[src/sv/mfcl_pkg.sv]
package mfcl_pkg;

    localparam int HIST_DEPTH = 64;
    localparam int HIST_AW    = (HIST_DEPTH > 1) ? $clog2(HIST_DEPTH) : 1;
    localparam int HELD_W     = $clog2(HIST_DEPTH + 1);

    localparam int CMD_W      = 2;
    localparam int FC_W       = 16;
    localparam int LEN_W      = 12;
    localparam int MAC_W      = 48;
    localparam int RSSI_W     = 8;
    localparam int CHAN_W     = 4;
    localparam int IDX_W      = 6;
    localparam int STATUS_W   = 3;
    localparam int CLASS_W    = 2;
    localparam int COUNT_W    = 7;
    localparam int DROP_W     = 32;
    localparam int FREQ_W     = 12;
    localparam int ENTRY_W    = MAC_W + RSSI_W + CHAN_W + CLASS_W;

    localparam int S_TDATA_W  = 96;
    localparam int S_TUSER_W  = 3;
    localparam int M_TDATA_W  = 120;
    localparam int M_TUSER_W  = 5;

    localparam logic [CMD_W-1:0] CMD_CAPTURE = 2'd0;
    localparam logic [CMD_W-1:0] CMD_READ    = 2'd1;
    localparam logic [CMD_W-1:0] CMD_CLEAR   = 2'd2;

    localparam logic [STATUS_W-1:0] ST_STORED   = 3'd0;
    localparam logic [STATUS_W-1:0] ST_REJECTED = 3'd1;
    localparam logic [STATUS_W-1:0] ST_IGNORED  = 3'd2;
    localparam logic [STATUS_W-1:0] ST_DROPPED  = 3'd3;
    localparam logic [STATUS_W-1:0] ST_DONE     = 3'd4;

    localparam logic [CLASS_W-1:0] CLS_PROBE_REQ  = 2'd0;
    localparam logic [CLASS_W-1:0] CLS_PROBE_RESP = 2'd1;
    localparam logic [CLASS_W-1:0] CLS_BEACON     = 2'd2;
    localparam logic [CLASS_W-1:0] CLS_NONE       = 2'd3;

    localparam logic [3:0] SUB_PROBE_REQ  = 4'd4;
    localparam logic [3:0] SUB_PROBE_RESP = 4'd5;
    localparam logic [3:0] SUB_BEACON     = 4'd8;
    localparam logic [LEN_W-1:0] MIN_FRAME_LEN = 12'd24;

    localparam logic [FREQ_W-1:0] FREQ_BASE  = 12'd2407;
    localparam logic [FREQ_W-1:0] FREQ_CH14  = 12'd2484;
    localparam logic [CHAN_W-1:0] CHAN_LAST  = 4'd13;
    localparam logic [CHAN_W-1:0] CHAN_JAPAN = 4'd14;

    // Command from the controller to the datapath.
    typedef struct packed {
        logic exec;
    } mfcl_cmd_t;

endpackage

[src/sv/mfcl_ctrl.sv]
module mfcl_ctrl
    import mfcl_pkg::*;
(
    input  logic       clk,
    input  logic       rst_n,
    input  logic       s_axis_tvalid,
    output logic       s_axis_tready,
    output logic       m_axis_tvalid,
    input  logic       m_axis_tready,
    output mfcl_cmd_t  cmd
);

    typedef enum logic {
        S_IDLE,
        S_RESP
    } state_t;

    state_t state_reg;
    logic   ready_reg;
    logic   valid_reg;

    assign s_axis_tready = ready_reg;
    assign m_axis_tvalid = valid_reg;
    assign cmd.exec      = s_axis_tvalid & ready_reg;

    always_ff @(posedge clk or negedge rst_n)
    begin
        if (!rst_n)
        begin
            state_reg <= S_IDLE;
            ready_reg <= 1'b0;
            valid_reg <= 1'b0;
        end
        else
        begin
            case (state_reg)
                S_IDLE:
                begin
                    if (s_axis_tvalid && ready_reg)
                    begin
                        state_reg <= S_RESP;
                        ready_reg <= 1'b0;
                        valid_reg <= 1'b1;
                    end
                    else
                    begin
                        ready_reg <= 1'b1;
                    end
                end
                S_RESP:
                begin
                    if (m_axis_tready)
                    begin
                        state_reg <= S_IDLE;
                        ready_reg <= 1'b1;
                        valid_reg <= 1'b0;
                    end
                end
                default:
                begin
                    state_reg <= S_IDLE;
                    ready_reg <= 1'b0;
                    valid_reg <= 1'b0;
                end
            endcase
        end
    end

endmodule

[src/sv/mfcl_datapath.sv]
module mfcl_datapath
    import mfcl_pkg::*;
(
    input  logic                clk,
    input  logic                rst_n,
    input  mfcl_cmd_t           cmd,
    input  logic [CMD_W-1:0]    command,
    input  logic [FC_W-1:0]     frame_control,
    input  logic [LEN_W-1:0]    frame_length,
    input  logic [MAC_W-1:0]    tx_addr,
    input  logic signed [RSSI_W-1:0] signal_strength,
    input  logic [CHAN_W-1:0]   radio_channel,
    input  logic                is_management,
    input  logic [IDX_W-1:0]    read_index,
    output logic [STATUS_W-1:0] status,
    output logic [CLASS_W-1:0]  frame_class,
    output logic [COUNT_W-1:0]  sample_count,
    output logic [DROP_W-1:0]   dropped_count,
    output logic                entry_valid,
    output logic [MAC_W-1:0]    entry_mac,
    output logic signed [RSSI_W-1:0] entry_rssi,
    output logic [CHAN_W-1:0]   entry_channel,
    output logic [CLASS_W-1:0]  entry_class,
    output logic [FREQ_W-1:0]   entry_frequency
);

    localparam int CMP_W = ((HIST_AW > IDX_W) ? HIST_AW : IDX_W) + 2;

    logic [ENTRY_W-1:0] mem [HIST_DEPTH];
    logic [ENTRY_W-1:0] rd_data_reg;

    logic [HIST_AW-1:0]  head_reg, head_next;
    logic [HELD_W-1:0]   held_reg, held_next;
    logic [DROP_W-1:0]   drops_reg, drops_next;
    logic [STATUS_W-1:0] status_reg, status_next;
    logic [CLASS_W-1:0]  class_reg;
    logic                valid_reg, valid_next;

    logic [CLASS_W-1:0]  cls;
    logic                addr_ignored;
    logic [HIST_AW-1:0]  head_dec;
    logic [CMP_W-1:0]    addr_sum;
    logic [HIST_AW-1:0]  rd_addr;
    logic                wr_en;
    logic                rd_en;

    always_comb
    begin
        cls = CLS_NONE;
        if (is_management && (frame_length >= MIN_FRAME_LEN)
            && (frame_control[3:2] == 2'b00))
        begin
            case (frame_control[7:4])
                SUB_PROBE_REQ:  cls = CLS_PROBE_REQ;
                SUB_PROBE_RESP: cls = CLS_PROBE_RESP;
                SUB_BEACON:     cls = CLS_BEACON;
                default:        cls = CLS_NONE;
            endcase
        end
    end

    // Zero, broadcast and group addresses (group bit of the first byte).
    assign addr_ignored = (tx_addr == '0) || (&tx_addr) || tx_addr[40];

    // The newest entry sits at head; a store moves head back one place.
    assign head_dec = (head_reg == '0) ? HIST_AW'(HIST_DEPTH - 1) : head_reg - 1'b1;

    always_comb
    begin
        addr_sum = CMP_W'(head_reg) + CMP_W'(read_index);
        if (addr_sum >= CMP_W'(HIST_DEPTH))
        begin
            addr_sum = addr_sum - CMP_W'(HIST_DEPTH);
        end
        rd_addr = addr_sum[HIST_AW-1:0];
    end

    always_comb
    begin
        head_next   = head_reg;
        held_next   = held_reg;
        drops_next  = drops_reg;
        status_next = ST_DONE;
        valid_next  = 1'b0;
        wr_en       = 1'b0;
        rd_en       = 1'b0;
        case (command)
            CMD_CAPTURE:
            begin
                if (cls == CLS_NONE)
                begin
                    status_next = ST_REJECTED;
                end
                else if (addr_ignored)
                begin
                    status_next = ST_IGNORED;
                end
                else if (held_reg == HELD_W'(HIST_DEPTH))
                begin
                    status_next = ST_DROPPED;
                    if (!(&drops_reg))
                    begin
                        drops_next = drops_reg + 1'b1;
                    end
                end
                else
                begin
                    status_next = ST_STORED;
                    head_next   = head_dec;
                    held_next   = held_reg + 1'b1;
                    wr_en       = cmd.exec;
                end
            end
            CMD_READ:
            begin
                valid_next = (CMP_W'(read_index) < CMP_W'(held_reg));
                rd_en      = cmd.exec;
            end
            CMD_CLEAR:
            begin
                held_next  = '0;
                drops_next = '0;
            end
            default:
            begin
                status_next = ST_DONE;
            end
        endcase
    end

    always_ff @(posedge clk or negedge rst_n)
    begin
        if (!rst_n)
        begin
            head_reg  <= '0;
            held_reg  <= '0;
            drops_reg <= '0;
        end
        else if (cmd.exec)
        begin
            head_reg  <= head_next;
            held_reg  <= held_next;
            drops_reg <= drops_next;
        end
    end

    always_ff @(posedge clk)
    begin
        if (cmd.exec)
        begin
            status_reg <= status_next;
            class_reg  <= (command == CMD_CAPTURE) ? cls : CLS_NONE;
            valid_reg  <= valid_next;
        end
    end

    always_ff @(posedge clk)
    begin
        if (wr_en)
        begin
            mem[head_dec] <= {tx_addr, signal_strength, radio_channel, cls};
        end
        if (rd_en)
        begin
            rd_data_reg <= mem[rd_addr];
        end
    end

    logic [CHAN_W-1:0] rd_chan;
    assign rd_chan = rd_data_reg[CLASS_W +: CHAN_W];

    always_comb
    begin
        entry_mac       = '0;
        entry_rssi      = '0;
        entry_channel   = '0;
        entry_class     = '0;
        entry_frequency = '0;
        if (valid_reg)
        begin
            entry_mac     = rd_data_reg[ENTRY_W-1 -: MAC_W];
            entry_rssi    = rd_data_reg[CLASS_W+CHAN_W +: RSSI_W];
            entry_channel = rd_chan;
            entry_class   = rd_data_reg[CLASS_W-1:0];
            if ((rd_chan != '0) && (rd_chan <= CHAN_LAST))
            begin
                entry_frequency = FREQ_BASE + FREQ_W'({rd_chan, 2'b00}) + FREQ_W'(rd_chan);
            end
            else if (rd_chan == CHAN_JAPAN)
            begin
                entry_frequency = FREQ_CH14;
            end
        end
    end

    assign status        = status_reg;
    assign frame_class   = class_reg;
    assign sample_count  = COUNT_W'(held_reg);
    assign dropped_count = drops_reg;
    assign entry_valid   = valid_reg;

endmodule

[src/sv/mgmt_frame_capture_log.sv]
// Channel  Direction  tdata fields (low bit up)                       tuser fields
// s_axis   in         frame_control, frame_length, tx_addr,           command,
//                     signal_strength, radio_channel, read_index      is_management
// m_axis   out        sample_count, dropped_count, entry_valid,       status,
//                     entry_mac, entry_rssi, entry_channel,           frame_class
//                     entry_class, entry_frequency
//
// Each request is accepted and executed, and its result is registered and then
// presented. The next request is taken only after the result is taken.
// The history read port is registered.
// Reset clears the fill count, drop counter and history pointer; no clearing pass.
// A stalled result holds the block; new requests wait until it is taken.
module mgmt_frame_capture_log
    import mfcl_pkg::*;
(
    input  logic                 clk,
    input  logic                 rst_n,
    input  logic                 s_axis_tvalid,
    output logic                 s_axis_tready,
    // frame_control[15:0], frame_length[27:16], tx_addr[75:28],
    // signal_strength[83:76], radio_channel[87:84], read_index[93:88], zero fill
    input  logic [S_TDATA_W-1:0] s_axis_tdata,
    // command[1:0], is_management[2]
    input  logic [S_TUSER_W-1:0] s_axis_tuser,
    output logic                 m_axis_tvalid,
    input  logic                 m_axis_tready,
    // sample_count[6:0], dropped_count[38:7], entry_valid[39], entry_mac[87:40],
    // entry_rssi[95:88], entry_channel[99:96], entry_class[101:100],
    // entry_frequency[113:102], zero fill
    output logic [M_TDATA_W-1:0] m_axis_tdata,
    // status[2:0], frame_class[4:3]
    output logic [M_TUSER_W-1:0] m_axis_tuser
);

    mfcl_cmd_t cmd;

    logic [STATUS_W-1:0] status;
    logic [CLASS_W-1:0]  frame_class;
    logic [COUNT_W-1:0]  sample_count;
    logic [DROP_W-1:0]   dropped_count;
    logic                entry_valid;
    logic [MAC_W-1:0]    entry_mac;
    logic signed [RSSI_W-1:0] entry_rssi;
    logic [CHAN_W-1:0]   entry_channel;
    logic [CLASS_W-1:0]  entry_class;
    logic [FREQ_W-1:0]   entry_frequency;

    mfcl_ctrl u_ctrl (
        .clk           (clk),
        .rst_n         (rst_n),
        .s_axis_tvalid (s_axis_tvalid),
        .s_axis_tready (s_axis_tready),
        .m_axis_tvalid (m_axis_tvalid),
        .m_axis_tready (m_axis_tready),
        .cmd           (cmd)
    );

    mfcl_datapath u_datapath (
        .clk             (clk),
        .rst_n           (rst_n),
        .cmd             (cmd),
        .command         (s_axis_tuser[1:0]),
        .frame_control   (s_axis_tdata[15:0]),
        .frame_length    (s_axis_tdata[27:16]),
        .tx_addr         (s_axis_tdata[75:28]),
        .signal_strength (s_axis_tdata[83:76]),
        .radio_channel   (s_axis_tdata[87:84]),
        .is_management   (s_axis_tuser[2]),
        .read_index      (s_axis_tdata[93:88]),
        .status          (status),
        .frame_class     (frame_class),
        .sample_count    (sample_count),
        .dropped_count   (dropped_count),
        .entry_valid     (entry_valid),
        .entry_mac       (entry_mac),
        .entry_rssi      (entry_rssi),
        .entry_channel   (entry_channel),
        .entry_class     (entry_class),
        .entry_frequency (entry_frequency)
    );

    assign m_axis_tdata = {6'b0, entry_frequency, entry_class, entry_channel, entry_rssi,
                           entry_mac, entry_valid, dropped_count, sample_count};
    assign m_axis_tuser = {frame_class, status};

endmodule

[config.mk]
export PLATFORM = sky130hd
export DESIGN_NAME = mgmt_frame_capture_log
export DESIGN_NICKNAME = d
export VERILOG_FILES = /design/src/sv/mfcl_pkg.sv /design/src/sv/mfcl_ctrl.sv /design/src/sv/mfcl_datapath.sv /design/src/sv/mgmt_frame_capture_log.sv
export SDC_FILE = /design/constraint.sdc
export NUM_CORES = 2
export LEC_CHECK = 0
export BUFFER_PORTS_ARGS = -buffer_cell sky130_fd_sc_hd__buf_2
export CAP_MARGIN = 20
export CORE_AREA = 2 2 594 596
export CTS_CLUSTER_DIAMETER = 120
export DETAILED_ROUTE_END_ITERATION = 7
export DIE_AREA = 0 0 596 598
export SYNTH_ARGS = -nofsm -noshare
export SYNTH_HDL_FRONTEND = slang
export SYNTH_SLANG_ARGS = --single-unit
[constraint.sdc]
create_clock -name clk -period 4.6 [get_ports clk]
set_clock_uncertainty 0.1 [all_clocks]
set_input_delay 0.23 -clock clk [delete_from_list [all_inputs] [get_ports clk]]
set_output_delay 0.23 -clock clk [all_outputs]
set_load 0.1 [all_outputs]
# == After elaboration in Yosys (flattened, before gate mapping) ==
# Memories as Yosys holds them, arrays and structs flattened. A register that Yosys moved wholly into a read port is not among the register bits.
# Index checks and enable logic that the tools add are counted.
# totals
ff_bits,54
ram_bits,3968
input_bits,103
mem_count,1
# op_classes
add_sub_neg,7
n_lt_le_gt_ge,4
eq_ne,15
n_mux,39
bitwise_logic,6
n_reduce_logical,19
# memory_table
memory,words,word_bits,rd,rd_ports_with_merged_regs,write_ports,line,source
u_datapath.mem,64,62,1,1,1,mfcl_datapath.sv:29,logic [ENTRY_W-1:0] mem [HIST_DEPTH];
# op_table
cell,count
32-bit two-way mux,4
32-bit case mux with 2 select lines,1
48-bit zero test,1
48-bit two-way mux,1
48-bit AND reduction,1
12-bit two-way mux,3
"32-bit by 1-bit adder with 32-bit output, second input constant",1
32-bit AND reduction,1
7-bit two-way mux,3
7-bit case mux with 2 select lines,1
1-bit two-way mux,13
12-bit by 4-bit adder with 12-bit output,1
"12-bit by 6-bit adder with 12-bit output, first input constant",1
"12-bit by 5-bit greater-or-equal comparator with 1-bit output, second input constant",1
6-bit two-way mux,2
"6-bit by 1-bit subtractor with 6-bit output, second input constant",2
"2-bit inequality test, second input constant",5
5-bit AND reduction,2
"4-bit by 3-bit equality test with 1-bit output, second input constant",2
"4-bit equality test, second input constant",2
8-bit two-way mux,1
6-bit by 6-bit adder with 7-bit output,1
"7-bit by 1-bit adder with 7-bit output, second input constant",1
"7-bit equality test, second input constant",1
other kinds (22),38

# == Logic depth before layout (Yosys ltp) ==
# depth
ltp_word,9
depth_mapped,11
mapped_depth_nobuf,9

# == By module ==
# From an unflattened synthesis, not the netlist that was laid out.
# hier_totals
hier_cells,7551
hier_area_um2,156760.3
# modules_own_cells
module,n_inst,cells_per_inst,area_each_um2,seq_area_each_um2
mfcl_datapath,1,7533,156586.4,122322.3
mfcl_ctrl,1,10,117.6,75.1
mgmt_frame_capture_log,1,8,56.3,0.0

# == Worst setup path before layout ==
# OpenSTA, ideal clock, no wires.
# synth_path
path_kind,reg2out
from,"register u_datapath.rd_data_reg[4], read port of u_datapath.mem"
to,output m_axis_tdata[108]
t_arrival_ns,6.137
required_time_ns,4.270
setup_slack_ns,-1.867
path_stages_with_launch,8
n_path_buf,0
cell_sequence,edfxtp_1 > inv_1 > ha_1 > inv_1 > ha_1 > a21o_1 > a21o_1 > a2111oi_0
# synth_via
elab_chain_cells,4
word_cells_on_any_way,7
classes_between,add/sub: 2; order compare: 1; mux: 2; reduce/logical: 2
# synth_lines
element,line,source
from (decl),mfcl_datapath.sv:30,logic [ENTRY_W-1:0] rd_data_reg;
"12-bit by 6-bit adder with 12-bit output, or another cell as far along",mfcl_datapath.sv:187,"entry_frequency = FREQ_BASE + FREQ_W'({rd_chan, 2'b00}) + FREQ_W'(rd_chan);"
12-bit by 4-bit adder with 12-bit output / 1-bit logical AND (equally long branches),"mfcl_datapath.sv:187, mfcl_datapath.sv:185",
12-bit two-way mux *,mfcl_datapath.sv:185,if ((rd_chan != '0) && (rd_chan <= CHAN_LAST))
12-bit two-way mux *,mfcl_datapath.sv:179,if (valid_reg)
to (decl),mgmt_frame_capture_log.sv:30,"output logic [M_TDATA_W-1:0] m_axis_tdata,"
# Every way passes the cells marked *; elsewhere a longest branch is shown, timed or not.

# == Final worst setup path ==
# layout_path
from,register u_datapath.head_reg[0]
to,"register u_datapath.rd_data_reg[14], read port of u_datapath.mem, data pin"
# layout_via
elab_chain_cells,3
word_cells_on_any_way,4
classes_between,add/sub: 2; order compare: 1; mux: 1
# layout_lines
element,line,source
from (decl),mfcl_datapath.sv:32,"logic [HIST_AW-1:0] head_reg, head_next;"
from (signal assigned),mfcl_datapath.sv:141,head_reg <= head_next;
6-bit by 6-bit adder with 7-bit output *,mfcl_datapath.sv:70,addr_sum = CMP_W'(head_reg) + CMP_W'(read_index);
6-bit by 1-bit subtractor with 6-bit output / 7-bit greater-or-equal comparator (equally long branches),"mfcl_datapath.sv:73, mfcl_datapath.sv:71",
6-bit two-way mux *,mfcl_datapath.sv:71,if (addr_sum >= CMP_W'(HIST_DEPTH))
# Marked as above.
# A chain may end at the register's enable or synchronous reset.

==> out/results.tsv <==
metric	value	unit
grt_first_pass_wirelength	620	mm
synthCells	7539	
yosys.area.top_type	edfxtp_1	
syn_to_final_growth	16.5	%
clk_latency	0.98	ns
synthAdderAreaFrac	0.00209	
setup-violations-final	0	
ys_ff_latch	4084	
yosys_warnings	0	
p_leak	58.4	nW
drcViolationCount	0	
max-slew-margin-rel	0.201	
io_pins	230	
ys_types	56	
ant_nets	0	
synthTopCellsByCount	edfxtp_1 (4036), mux4_2 (992), nand2_1 (908), nand3_1 (391), clkbuf_1 (286)	
start_util	0.447	
timing.final.crit_share	0.930	
rsz0062_at_grt	no	
cts_resized	0	
gp_congestion	0.807	
crit_buf_inv	3	
drt_iter0_markers	10200	
seqCellArea	122000	um2
yosysMostFrequentCell	edfxtp_1	
path_delay_family	adder cells	
synth_top_area_frac	0.773	
track_usage	0.246	
avgSynthCellArea	20.8	um2
grt_pass1_vias	81200	
synth_mux_area_frac	0.147	
placed_cell_area	169000	um2
die_h	598	um
synth_xor_area_frac	0.00212	
htree_levels	5	
cts.sinks	4084	
crit_path_start_kind	register	
slowest_stage	fa_4	
seq_area_frac_synth	0.781	
wl_per_cell	33.3	um
synth_edf_count	4036	
coreArea	351000	um2
required	5.09	ns
synth_flop_cell	edfxtp_1	
path_cells	ha_4, fa_4, buf_12, buf_12, buf_4, mux4_2, nand2_1, nand3_1, nand4_1, o21ai_0	
numPortBuffers	206	
endpoint_kind	register	
syn_area	157000	um2
synth_top_family_by_area	multiplexers	
tns	0	ns
period_needed	4.28	ns
timing.critical_path.fanout_max	28	
crit_arrival	4.77	ns
synth_compound_area_frac	0.00817	
drv_slew	0	
largest_register_ffs	3968	
worst_path_most_repeated_cell	buf_12	
hpwl	255	mm
rows	218	
cts_root_buf	clkbuf_16	
stdcell_area	183000	um2
fmax	0.234	GHz
hp-class	input pin to register	
final-hold-violation-count	0	
vias_per_cell	6.05	
path_clk_slew	0.06	ns
maxCapViolCount	0	
layout.cells.non_filler	13300	
multi_input_area	33200	um2
drt_pre_antenna_iters	5	
dieArea	356000	um2
routed-via-count	80400	
yosys.area_share.simple	0.0489	
cts_tree	built	
holdWs	0.0309	ns
max-vdd-ir-drop	0.361	mV
cts_made_buffers	418	
antenna_found_initial	29	
async_flop_share	0.0118	
p_total	0.0831	W
clockBufferDepth	4	
tightest_slew	1.20	ns
status	complete, no violations	
grt_max_degree	95	
powerDensity	455	nW/um2
dpl.cell_count	12400	
nNetsFinal	8441	
drive_gt1_frac	0.271	
crit_path_max_incr_delay	0.82	ns
fillers	27200	
die_w	596	um
ys_top_cells_by_area	edfxtp_1 (77%), mux4_2 (14%), nand2_1 (2.2%), nand3_1 (1.2%), dfrtp_1 (0.77%)	
worstSetupPathType	register to register	
wirelength	442	mm
overflow	0	
## final timing paths
path / startpoint / endpoint / slack (ns) / depth (start not counted)
max in group asynchronous: rst_n / u_datapath.head_reg[1] / 3.48 / 4
min: s_axis_tdata[84] / u_datapath.mem[46][2] / 0.03 / 2
max reg2reg: u_datapath.head_reg[0] / u_datapath.rd_data_reg[14] / 0.32 / 10
min in group asynchronous: rst_n / u_datapath.dropped_count[14] / 0.39 / 4
min reg2reg: u_ctrl.s_axis_tready / u_ctrl.s_axis_tready / 0.42 / 2
max: u_datapath.head_reg[0] / u_datapath.rd_data_reg[14] / 0.32 / 10
## cells in the final DEF (no fill, tap or decap), drive strengths merged, types with 3 or more instances in the layout
cell type,instances
conb,8
nor4b,3
clkbuf,517
and3,9
dfrtp,48
ha,23
nor2,110
nor3,18
a31oi,6
diode,12
nand2,908
nor4,16
and4,4
nand4,137
edfxtp,4036
a32oi,63
xnor2,24
nand3,391
mux2i,63
nor2b,3
clkinvlp,4
o21ai,77
a21oi,21
bufinv,27
buf,691
or3,14
o21a,3
xor2,14
a21o,8
nand2b,8
dlygate4sd3,76
nor3b,5
mux4,992
and2,66
or2,6
clkinv,204
inv,39
## power breakdown
part	internal (W)	switching (W)	total, W	leakage [nW]
Combinational	0.00337	0.00607	0.00944	15.0
Sequential	0.0410	0.000129	0.0411	37.0
Clock	0.0184	0.0141	0.0325	6.37
## stage by stage
stage               setup slack, ns  utilization
floorplan                     -1.02            -
global placement             -0.204        0.480
detailed placement           0.0685        0.481
CTS                           0.337        0.520
global route                  0.350        0.520
finish                        0.321        0.520
## worst register-to-register path, stage by stage, from the launching register on
cell and delay, ns:
dfrtp_1 0.42, ha_4 0.18, fa_4 0.82, buf_12 0.27
buf_12 0.31, buf_4 0.40, mux4_2 0.28, nand2_1 0.05
nand3_1 0.18, nand4_1 0.11, o21ai_0 0.83
## routing by layer
| metal | track usage | up-vias | part of all wire |
|---|---|---|---|
| li1 | - | 32500 | - |
| met1 | 0.341 | 43600 | 0.40 |
| met2 | 0.405 | 3635 | 0.49 |
| met3 | 0.0348 | 654 | 0.078 |
| met4 | 0.0754 | 2 | 0.033 |
| met5 | 0 | - | 0.000023 |
## repair_timing
action	in CTS	in global routing
endpoints found under the setup margin	0	0
buffers inserted	0	0
hold endpoints to repair	3483	128
hold buffers	74	2
## cells by family after synthesis
| logic type | after synthesis |
|---|---|
| other cells | 1 |
| compound gates | 191 |
| xor+xnor | 38 |
| simple gates | 1700 |
| fa+ha+maj | 25 |
| flops | 4084 |
| mux | 1055 |
| buf+inv | 445 |
## layout make-up
cell class,count,area share
multi-input cells,3017,0.182
clock buffers,516,0.0599
diodes,12,0.000164
inverters,24,0.000493
well taps,4620,0.0317
flip-flops and latches,4084,0.670
repair buffers,768,0.0442
clock inverters,250,0.0112
(Power assumes the default switching activity.)
